**src/drnm_pkg.sv**
```systemverilog
package drnm_pkg;

  localparam int MAX_PARTICLES = 4096;
  localparam int CNT_W         = $clog2(MAX_PARTICLES + 1);
  localparam int IDX_W         = 12;
  localparam int ETA_W         = 18;
  localparam int PHI_W         = 16;
  localparam int PDG_W         = 25;
  localparam int DIST_W        = 32;

  // Absolute eta gap fits ETA_W bits, absolute wrapped phi gap fits PHI_W + 1 bits.
  localparam int AE_W = ETA_W;
  localparam int AP_W = PHI_W + 1;
  localparam int SUM_W = 2 * AE_W + 1;

  localparam logic [7:0]        STATUS_WANTED_RESET = 8'd1;
  localparam logic              STATUS_ANY_RESET    = 1'b1;
  localparam logic [15:0]       DR_LIMIT_RESET      = 16'd2086;
  localparam logic [DIST_W-1:0] LIMIT_SQ_RESET      = 32'd4351396;

  typedef enum logic [1:0] {
    REG_STATUS_WANTED = 2'd0,
    REG_STATUS_ANY    = 2'd1,
    REG_DR_LIMIT      = 2'd2
  } drnm_reg_t;

  typedef enum logic {
    CMD_REF      = 1'b0,
    CMD_PARTICLE = 1'b1
  } drnm_cmd_t;

  typedef struct packed {
    drnm_cmd_t cmd;
    logic      last;
    logic      take;
  } drnm_ctl_t;

  // Neutrinos and the lightest neutralino never take part in the match.
  function automatic logic excluded_id(input logic signed [PDG_W-1:0] id);
    logic signed [PDG_W-1:0] a;
    a = id[PDG_W-1] ? -id : id;
    return (a == 25'sd12) || (a == 25'sd14) || (a == 25'sd16) ||
           (a == 25'sd18) || (a == 25'sd1000022);
  endfunction

endpackage

```
**src/delta_r_nearest_match.sv**
```systemverilog
// Nearest-match search in (eta, phi) for a stream of particles.
// Input channel (in_valid/in_ready): an item with cmd = reference latches
// the reference direction and restarts the search; cmd = particle items
// follow, and the one flagged last closes the list. A reference with last
// set is an empty list and yields a no-match result straight away.
// Output channel (out_valid/out_ready): one result per closed list with
// found, match_index, best_dist_sq (squared limit when nothing matched) and
// overflow for lists longer than MAX_PARTICLES.
// Config channel (cfg_valid/cfg_ready, always ready): index 0 status_wanted,
// 1 status_any, 2 dr_limit; other indexes are ignored. A new limit applies
// from the next restart.
// Throughput: one item per cycle while in_ready is high, set by the
// combinational compare and update of the running minimum. A closing
// item passes abs differences, squares and update to the output register.
// A result waiting in the output register does not block input; the
// pipeline fills behind it and in_ready drops only when the closing item of
// the next list reaches the update stage with the output still full.
// Reset (rst, synchronous): registers go to their defaults, the reference
// direction to zero and the search state to an empty list.
module delta_r_nearest_match (
  input  logic                                  clk,
  input  logic                                  rst,
  input  logic                                  in_valid,
  output logic                                  in_ready,
  input  logic                                  cmd,
  input  logic signed [drnm_pkg::ETA_W-1:0]     eta,
  input  logic        [drnm_pkg::PHI_W-1:0]     phi,
  input  logic        [7:0]                     status,
  input  logic signed [drnm_pkg::PDG_W-1:0]     pdg_id,
  input  logic                                  last,
  output logic                                  out_valid,
  input  logic                                  out_ready,
  output logic                                  found,
  output logic        [drnm_pkg::IDX_W-1:0]     match_index,
  output logic        [drnm_pkg::DIST_W-1:0]    best_dist_sq,
  output logic                                  overflow,
  input  logic                                  cfg_valid,
  output logic                                  cfg_ready,
  input  logic        [1:0]                     cfg_index,
  input  logic        [15:0]                    cfg_data
);
  import drnm_pkg::*;

  // Configuration
  logic [7:0]        status_wanted;
  logic              status_any;
  logic [15:0]       dr_limit;
  logic [DIST_W-1:0] limit_sq;

  // Reference direction
  logic signed [ETA_W-1:0] ref_eta;
  logic [PHI_W-1:0]        ref_phi;

  // Running search state
  logic [DIST_W-1:0] best_sq;
  logic [IDX_W-1:0]  best_index;
  logic              have_match;
  logic [CNT_W-1:0]  particle_count;
  logic              overflow_flag;

  // Search state after the item in the update stage
  logic [DIST_W-1:0] best_sq_next;
  logic [IDX_W-1:0]  best_index_next;
  logic              have_match_next;
  logic [CNT_W-1:0]  particle_count_next;
  logic              overflow_flag_next;

  drnm_ctl_t         in_ctl;
  logic              in_accept;
  logic              s2_valid;
  logic              s2_ready;
  drnm_ctl_t         s2_ctl;
  logic [DIST_W-1:0] s2_dist;
  logic              s2_big;
  logic              adv_c;
  logic              out_load;

  assign cfg_ready = 1'b1;

  always_ff @(posedge clk) begin
    if (rst) begin
      status_wanted <= STATUS_WANTED_RESET;
      status_any    <= STATUS_ANY_RESET;
      dr_limit      <= DR_LIMIT_RESET;
      limit_sq      <= LIMIT_SQ_RESET;
    end else begin
      if (cfg_valid && cfg_ready) begin
        case (drnm_reg_t'(cfg_index))
          REG_STATUS_WANTED: status_wanted <= cfg_data[7:0];
          REG_STATUS_ANY:    status_any    <= cfg_data[0];
          REG_DR_LIMIT:      dr_limit      <= cfg_data;
          default: ;
        endcase
      end
      // Squared radius is registered; writes must occur only when idle, not enforced.
      limit_sq <= dr_limit * dr_limit;
    end
  end

  // Filter on the way in: status match (or wildcard) and no invisible ids.
  assign in_ctl.cmd  = drnm_cmd_t'(cmd);
  assign in_ctl.last = last;
  assign in_ctl.take = (status_any || (status == status_wanted)) && !excluded_id(pdg_id);

  assign in_accept = in_valid && in_ready;

  // Latch the direction at accept so the very next particle sees it.
  always_ff @(posedge clk) begin
    if (rst) begin
      ref_eta <= '0;
      ref_phi <= '0;
    end else if (in_accept && (in_ctl.cmd == CMD_REF)) begin
      ref_eta <= eta;
      ref_phi <= phi;
    end
  end

  drnm_dist u_dist (
    .clk      (clk),
    .rst      (rst),
    .up_valid (in_valid),
    .up_ready (in_ready),
    .up_ctl   (in_ctl),
    .up_eta   (eta),
    .up_phi   (phi),
    .ref_eta  (ref_eta),
    .ref_phi  (ref_phi),
    .dn_valid (s2_valid),
    .dn_ready (s2_ready),
    .dn_ctl   (s2_ctl),
    .dn_dist  (s2_dist),
    .dn_big   (s2_big)
  );

  // Only a closing item needs room in the output register.
  assign s2_ready = !s2_ctl.last || !out_valid || out_ready;
  assign adv_c    = s2_valid && s2_ready;
  assign out_load = adv_c && s2_ctl.last;

  // Update stage: compare against the running minimum and advance the count.
  always_comb begin
    best_sq_next        = best_sq;
    best_index_next     = best_index;
    have_match_next     = have_match;
    particle_count_next = particle_count;
    overflow_flag_next  = overflow_flag;
    if (s2_ctl.cmd == CMD_REF) begin
      best_sq_next        = limit_sq;
      best_index_next     = '0;
      have_match_next     = 1'b0;
      particle_count_next = '0;
      overflow_flag_next  = 1'b0;
    end else if (particle_count >= CNT_W'(MAX_PARTICLES)) begin
      overflow_flag_next = 1'b1;
    end else begin
      if (s2_ctl.take && !s2_big && (s2_dist < best_sq)) begin
        best_sq_next    = s2_dist;
        best_index_next = IDX_W'(particle_count);
        have_match_next = 1'b1;
      end
      particle_count_next = particle_count + 1'b1;
    end
  end

  always_ff @(posedge clk) begin
    if (rst) begin
      best_sq        <= LIMIT_SQ_RESET;
      best_index     <= '0;
      have_match     <= 1'b0;
      particle_count <= '0;
      overflow_flag  <= 1'b0;
    end else if (adv_c) begin
      if (s2_ctl.last) begin
        // Close the list: restart with the same direction.
        best_sq        <= limit_sq;
        best_index     <= '0;
        have_match     <= 1'b0;
        particle_count <= '0;
        overflow_flag  <= 1'b0;
      end else begin
        best_sq        <= best_sq_next;
        best_index     <= best_index_next;
        have_match     <= have_match_next;
        particle_count <= particle_count_next;
        overflow_flag  <= overflow_flag_next;
      end
    end
  end

  // Output register: hold the result until the receiver takes it.
  always_ff @(posedge clk) begin
    if (rst) begin
      out_valid <= 1'b0;
    end else if (out_load) begin
      out_valid <= 1'b1;
    end else if (out_ready) begin
      out_valid <= 1'b0;
    end
    if (out_load) begin
      found        <= have_match_next;
      match_index  <= best_index_next;
      best_dist_sq <= best_sq_next;
      overflow     <= overflow_flag_next;
    end
  end

  a_count_bound: assert property (@(posedge clk) disable iff (rst)
    particle_count <= CNT_W'(MAX_PARTICLES))
    else $error("particle count above capacity");

  a_overflow_saturated: assert property (@(posedge clk) disable iff (rst)
    overflow_flag |-> (particle_count == CNT_W'(MAX_PARTICLES)))
    else $error("overflow set before count saturated");

  a_no_match_index: assert property (@(posedge clk) disable iff (rst)
    !have_match |-> (best_index == '0))
    else $error("index left over without a match");

  a_close_emits: assert property (@(posedge clk) disable iff (rst)
    (s2_valid && s2_ctl.last && s2_ready) |=> out_valid)
    else $error("closing item gave no result");

endmodule

```
**src/drnm_dist.sv**
```systemverilog
module drnm_dist (
  input  logic                                   clk,
  input  logic                                   rst,
  input  logic                                   up_valid,
  output logic                                   up_ready,
  input  drnm_pkg::drnm_ctl_t                    up_ctl,
  input  logic signed [drnm_pkg::ETA_W-1:0]      up_eta,
  input  logic        [drnm_pkg::PHI_W-1:0]      up_phi,
  input  logic signed [drnm_pkg::ETA_W-1:0]      ref_eta,
  input  logic        [drnm_pkg::PHI_W-1:0]      ref_phi,
  output logic                                   dn_valid,
  input  logic                                   dn_ready,
  output drnm_pkg::drnm_ctl_t                    dn_ctl,
  output logic        [drnm_pkg::DIST_W-1:0]     dn_dist,
  output logic                                   dn_big
);
  import drnm_pkg::*;

  logic              a_valid;
  drnm_ctl_t         a_ctl;
  logic [AE_W-1:0]   ae;
  logic [AP_W-1:0]   ap;
  logic              b_valid;
  drnm_ctl_t         b_ctl;
  logic [DIST_W-1:0] b_dist;
  logic              b_big;

  logic                     a_load;
  logic                     b_load;
  logic signed [ETA_W:0]    deta;
  logic signed [PHI_W-1:0]  dphi;
  logic [AE_W:0]            ae_wide;
  logic [SUM_W-1:0]         sum;

  assign b_load   = !b_valid || dn_ready;
  assign a_load   = !a_valid || b_load;
  assign up_ready = a_load;

  // Phi difference wraps modulo one turn and reads as signed.
  assign deta    = {up_eta[ETA_W-1], up_eta} - {ref_eta[ETA_W-1], ref_eta};
  assign dphi    = ref_phi - up_phi;
  assign ae_wide = deta[ETA_W] ? (AE_W + 1)'(-deta) : (AE_W + 1)'(deta);

  assign sum = SUM_W'(ae) * SUM_W'(ae) + SUM_W'(ap) * SUM_W'(ap);

  always_ff @(posedge clk) begin
    if (rst) begin
      a_valid <= 1'b0;
    end else if (a_load) begin
      a_valid <= up_valid;
    end
    if (a_load && up_valid) begin
      a_ctl <= up_ctl;
      ae    <= ae_wide[AE_W-1:0];
      ap    <= dphi[PHI_W-1] ? AP_W'(-{dphi[PHI_W-1], dphi}) : AP_W'(dphi);
    end
  end

  always_ff @(posedge clk) begin
    if (rst) begin
      b_valid <= 1'b0;
    end else if (b_load) begin
      b_valid <= a_valid;
    end
    if (b_load && a_valid) begin
      b_ctl  <= a_ctl;
      b_dist <= sum[DIST_W-1:0];
      b_big  <= |sum[SUM_W-1:DIST_W];
    end
  end

  assign dn_valid = b_valid;
  assign dn_ctl   = b_ctl;
  assign dn_dist  = b_dist;
  assign dn_big   = b_big;

endmodule

```
**config.mk**
```make
export PLATFORM = sky130hd
export DESIGN_NAME = delta_r_nearest_match
export DESIGN_NICKNAME = d
export VERILOG_FILES = /design/src/drnm_pkg.sv /design/src/delta_r_nearest_match.sv /design/src/drnm_dist.sv
export SDC_FILE = /design/constraint.sdc
export NUM_CORES = 2
export LEC_CHECK = 0
export BUFFER_PORTS_ARGS = -buffer_cell sky130_fd_sc_hd__buf_2
export CORE_MARGIN = 2
export CORE_UTILIZATION = 65
export DETAILED_ROUTE_END_ITERATION = 7
export GPL_ROUTABILITY_DRIVEN = 0
export PLACE_DENSITY = 0.87
export SYNTH_ARGS = -nofsm -noshare
export SYNTH_HDL_FRONTEND = slang
export SYNTH_HIERARCHICAL = 1
export SYNTH_SLANG_ARGS = --single-unit
```
**constraint.sdc**
```tcl
create_clock -name clk -period 18 [get_ports clk]
set_input_delay 3.6 -clock clk [delete_from_list [all_inputs] [get_ports clk]]
set_output_delay 3.6 -clock clk [all_outputs]
set_load 0.03 [all_outputs]
```
# [Word level (Yosys, flattened, before mapping)]
# Cells that the tools add are included.
[classes] shifts=0 muxes=23 n_reduce_logical=30 n_div=0 bitwise=1 n_eq_ne=9 add_sub_neg=7 order_cmp=2 multipliers=3
[op_table] operator="32-bit two-way mux" n=4
[op_table] operator="25-bit by 5-bit == test with 1-bit output, second input constant" n=2
[op_table] operator="25-bit by 6-bit == test with 1-bit output, second input constant" n=2
[op_table] operator="12-bit two-way mux" n=4
[op_table] operator="13-bit two-way mux" n=3
[op_table] operator="36-bit by 34-bit adder with 37-bit output" n=1
[op_table] operator="18-bit by 18-bit multiplier with 36-bit output" n=1
[op_table] operator="17-bit by 17-bit multiplier with 34-bit output" n=1
[op_table] operator="32-bit less-than comparator" n=1
[op_table] operator="16-bit by 16-bit multiplier with 32-bit output" n=1
[op_table] operator="25-bit by 21-bit == test with 1-bit output, second input constant" n=1
[op_table] operator="25-bit two-way mux" n=1
[op_table] operator="25-bit negator" n=1
[op_table] operator="18-bit by 18-bit subtractor with 19-bit output" n=1
[op_table] operator="18-bit two-way mux" n=1
[op_table] operator="18-bit negator" n=1
[op_table] operator="17-bit negator" n=1
[op_table] operator="16-bit subtractor" n=1
[op_table] operator="15-bit two-way mux" n=1
[op_table] operator="13-bit by 1-bit adder with 13-bit output, second input constant" n=1
[op_table] operator="13-bit greater-or-equal comparator, second input constant" n=1
[op_table] operator="1-bit logical OR" n=9
[op_table] operator="1-bit two-way mux" n=9
[op_table] operator="8-bit == test" n=1
[op_table] operator="10 further kinds" n=25
[word_totals] mem_bits_rw=0 latchBits=0 reg_bits=273 inputBits=92 n_memories=0 romBits=0

# [Logic depth before layout (Yosys ltp)]
[depth] word_depth=9 mapped_depth=30 depth_no_buf=28

# [Cells and area by module]
# Netlist, hierarchy kept.
[by_module_without_submodules] mod="drnm_dist" cells_each=2364 instances=1 area_per_inst_um2=22525.4
[by_module_without_submodules] mod="delta_r_nearest_match" cells_each=1965 instances=1 area_per_inst_um2=16879.9

# [Least setup slack after synthesis]
# OpenSTA, ideal clock, no wires.
[synth_timing] path_type="in2out" from="input out_ready" to="output in_ready" t_arrival_ps=4232 path_slack_ps=10168 required_time_ps=14400 path_stages=4 cell_sequence="inv_1 nand3_1 nor2b_1 nand2_1"
[synth_between] elab_chain_cells=3
[synth_lines] element="start, declared" line_no="delta_r_nearest_match.sv:32" source="input logic out_ready,"
[synth_lines] element="1-bit logical OR" line_no="delta_r_nearest_match.sv:136" source="assign s2_ready = !s2_ctl.last || !out_valid || out_ready;"
[synth_lines] element="net s2_ready" line_no="delta_r_nearest_match.sv:71" source="logic s2_ready;"
[synth_lines] element="1-bit logical OR" line_no="drnm_dist.sv:35" source="assign b_load = !b_valid || dn_ready;"
[synth_lines] element="1-bit logical OR" line_no="drnm_dist.sv:36" source="assign a_load = !a_valid || b_load;"
[synth_lines] element="end, declared" line_no="delta_r_nearest_match.sv:24" source="output logic in_ready,"
# The timed path passes the listed nets, and every way through them passes these cells.

# [Worst setup path after layout]
[layout_timing] from="register u_dist.ae[4]" to="register u_dist.b_big (netlist: u_dist/dn_big) (data pin)"
[layout_between] elab_chain_cells=3
[layout_lines] element="start, declared" line_no="drnm_dist.sv:21" source="logic [AE_W-1:0] ae;"
[layout_lines] element="start signal, assigned" line_no="drnm_dist.sv:54" source="ae <= ae_wide[AE_W-1:0];"
[layout_lines] element="18-bit by 18-bit multiplier with 36-bit output" line_no="drnm_dist.sv:44" source="assign sum = SUM_W'(ae) * SUM_W'(ae) + SUM_W'(ap) * SUM_W'(ap);"
[layout_lines] element="36-bit by 34-bit adder with 37-bit output" line_no="drnm_dist.sv:44"
[layout_lines] element="5-bit OR reduction" line_no="drnm_dist.sv:68" source="b_big <= |sum[SUM_W-1:DIST_W];"
[layout_lines] element="end signal, assigned" line_no="drnm_dist.sv:68"
[layout_lines] element="end, declared" line_no="drnm_dist.sv:26" source="logic b_big;"
# Every way passes these cells.
# A chain may end at the register's enable or synchronous reset.

==> results list <==
- During I/O placement, the number of pins put on the boundary was 141.
* Routed vias/inst: 5.88
- Max-cap violation count: 0
- By instance count, the cell type seen most on the critical path is fa_1.
- Entering global routing, the biggest net connects 91 pins.
* Core ar.: 60100 sq um
* Flops & latches, synth: 272
- TritonCTS built the clock tree.
* Number of enable flip-flop cells after synthesis: 120
- Compound-cell area share of the yosys netlist: 0.0994
* DRC errors left: 0
- Effective utilization at floorplan: 0.655
- Area growth from synthesis to final layout: 5.50%
* Number of buffers added on ports: 139
* Family of cells with the greatest summed delay on the critical path: adder cells
- Top flip-flop cell by instance count after synthesis: dfxtp_1
- Resized cells post-CTS: 0
* Routed vias: 30300
- The critical path runs through a total of 25 cells.
- Crit. End Element: flip-flop
- In the synthesized netlist, the number of instances is 4329.
* DPL Wire Length: 72900 um
- Between clock sinks in the finished design, the worst skew comes to 23.8 ps.
* All-Layer GR Usage: 0.299
- Fraction of final layout cells sized beyond drive strength 1: 0.0560
- The final number of hold-violating endpoints came to 0.
* Worst Reg-to-Reg Cells: 25
* HP Start: u_dist/a_ctl[1]
* Type of the tightest min-delay check: reg2reg
- Mean cell area of the mapped netlist: 9.10 sq um
- CTS built an H-tree with a depth of 1.
- In the final timing run, aggregate negative setup slack is 0 ps.
- The number of global-route vias before repair is 31900.
- STA puts the critical path data required time at 18330 ps.
* Sequential-to-total area share from yosys stat: 0.169
* Setup repair after global routing missed its margin: no
- Initial antenna violation count: 1
* Basic-gate share of the synthesized area counting and, or, nand and nor cells: 0.136
- Setup violations remaining at the end of the flow were counted as 0.
- For this block, the initial DRC count from the detailed router was 2716.
- At the pin with the least slew margin, the transition time is 1050 ps.
- For this run, the detailed router's first-pass iteration total came to 6.
- Bufs and invs on worst path: 7
* Most frequent standard cell in the layout excluding fill and tap cells: inv_1
- Routed WL per cell: 17.6 um
- By startpoint and endpoint, the worst setup path is classified as reg2reg.
- Outcome: finished clean
- Launch point of the worst reg-to-reg path: u_dist/ae[4]
- Die extent in y: 250 um
- The initialized floorplan defines 90 standard-cell rows.
- Overall overflow remaining after global route: 0
- Of the post-synthesis cell area, the part taken by muxes is 0.00448.
* Xor-xnor portion of the synthesized cell area: 0.0322
- Achievable clock frequency: 114 MHz
- Total clock sinks: 272
- Of the total synthesized cell area, the portion taken by full adders, half adders and majority gates is 0.447.
- The worst hold path was traced through 0 stages.
- In this run the worst path has a maximum fanout of 15.
* Post-synthesis cell area: 39400 sq um
* Standard cell with the maximum stage delay on the critical path: edfxtp_1
- The number of pins with negative max-slew slack in the final report was 0.
* ANT nets after route: 0
- In this run the tightest slew margin relative to its limit is 0.298.
- The largest single stage delay on the critical path is 700 ps.
- Detailed-route wire length: 90800 um
- The library cells used most frequently in the layout, excluding fill and tap cells, are inv_1 (999), fa_1 (643), nand2_1 (426).
- Kind of start point of the critical path: flip-flop
- Async set-reset flop share out of synthesis: 0
- Clock tree synthesis inserted a total of 31 buffers.
* Hold buffer count at CTS: 0
- During synthesis, Yosys emitted a total of 6 warnings.
- The floorplan step defined a die boundary enclosing 62600 sq um.
- In this run the horizontal extent of the chip is 250 um.
- Net count after synthesis: 5444
* CTS Root Buffer Type: clkbuf_16
- Endpoint arrival time on the critical path: 9080 ps
* Final period demand of the worst path: 8750 ps
- Setup crit start: u_dist/ae[4]
- By area, the combinational part of the netlist is dominated by adder cells.
- Period utilisation layout: 0.486
- Wire length of the first global-routing pass: 152000 um
* Final layout net count: 5463
- Buffers from clock root to sink, at most: 3
- Post-CTS setup buffer count: 0
- At the later pin of the worst-skew pair, clock insertion delay measures 600 ps.
- Clock-pin slew was measured on the worst setup and hold paths at 60 ps.
- Yosys mapped the design onto 87 distinct sky130hd cell types.
worst register-to-register path: cells and delay by family (launching register included):
kind	cells	cell delay, ps
compound gates	5	1890
fa+ha+maj	9	4370
buf+inv	7	640
flops	1	700
simple gates	4	870
final timing paths:
| kind | to | slack [ps] |
|---|---|---|
| worst max-delay path | u_dist/dn_big | 9250 |
| worst min-delay path | u_dist/dn_ctl[1] | 430 |
| worst max register to register | u_dist/dn_big | 9250 |
| worst min register to register | u_dist/dn_ctl[1] | 430 |
metrics by stage:
stage | cell area, sq um | worst slack [ps] | instances | hold slack [ps] | util
after floorplan | 39400 | 10170 | 4329 | 400 | -
after global placement | 40600 | 9650 | 5097 | 403 | 0.675
after detailed placement | 40600 | 9450 | 5097 | 409 | 0.675
after CTS | 41600 | 9400 | 5154 | 424 | 0.691
after global routing | 41600 | 8870 | 5154 | 438 | 0.691
final | 41600 | 9250 | 5155 | 430 | 0.691
cell usage after synthesis (all sizes together), types with 4 or more instances:
master | count | area [sq um]
a2111oi | 9 | 80.1
a211o | 9 | 78.8
a211oi | 17 | 143
a21o | 47 | 353
a21oi | 162 | 815
a221o | 18 | 180
a221oi | 5 | 61.3
a22oi | 5 | 37.5
a311oi | 13 | 114
a31o | 8 | 70.1
a31oi | 69 | 432
and2 | 168 | 1050
and3 | 24 | 151
and4 | 6 | 52.6
buf | 19 | 100
clkbuf | 148 | 556
dfxtp | 152 | 3040
edfxtp | 120 | 3600
fa | 643 | 12900
ha | 380 | 4750
inv | 999 | 3750
mux2 | 5 | 56.3
mux2i | 12 | 120
nand2 | 426 | 1600
nand2b | 20 | 125
nand3 | 79 | 400
nand3b | 8 | 60.1
nand4 | 36 | 240
nor2 | 218 | 818
nor2b | 27 | 169
nor3 | 33 | 186
nor3b | 29 | 218
nor4 | 10 | 77.6
o211ai | 28 | 215
o21a | 13 | 97.6
o21ai | 117 | 586
o21bai | 12 | 90.1
o221ai | 23 | 201
o31ai | 12 | 95.1
o41ai | 4 | 53.8
or2 | 6 | 37.5
or3 | 7 | 50.1
or4 | 4 | 33.8
xnor2 | 85 | 744
xor2 | 60 | 526
cells by family after synthesis:
| logic type | count (synthesis) |
|---|---|
| AOI/OAI and AO/OA | 595 |
| DFF | 272 |
| buffers and inverters | 1166 |
| muxes | 17 |
| xor gates and xnor gates | 145 |
| other | 2 |
| and+or+nand+nor | 1109 |
| adders and majority gates | 1023 |
metal layers:
metal  GRT usage  vias up  routed length [um]
met2       0.513     1428               44600
met5           0        -                   0
met3      0.0423      309                7190
li1            -    13700                   -
met1       0.379    14800               34500
met4       0.135        0                4500
flip-flops by register name (all words and copies together) (netlist names), 3 cells and up:
name	flops
ref_phi	16
ref_eta	18
best_sq	32
u_dist/dn_ctl	3
limit_sq	31
particle_count	13
dr_limit	16
u_dist/ae	18
match_index	12
u_dist/a_ctl	3
u_dist/ap	17
status_wanted	8
u_dist/dn_dist	32
best_dist_sq	32
best_index	12
final cells by class:
class | count | area (sq um)
antenna | 1 | 2.50
multi-input combinational | 2891 | 28400
sequential | 272 | 6650
clock buffer | 38 | 802
timing repair buffer | 153 | 803
tap | 782 | 978
inverter | 999 | 3750
fill | 4326 | 18600
clock inverter | 19 | 196
Power is not shown: default switching activity piles up to over one toggle a cycle in this logic, so the estimate is an artifact.
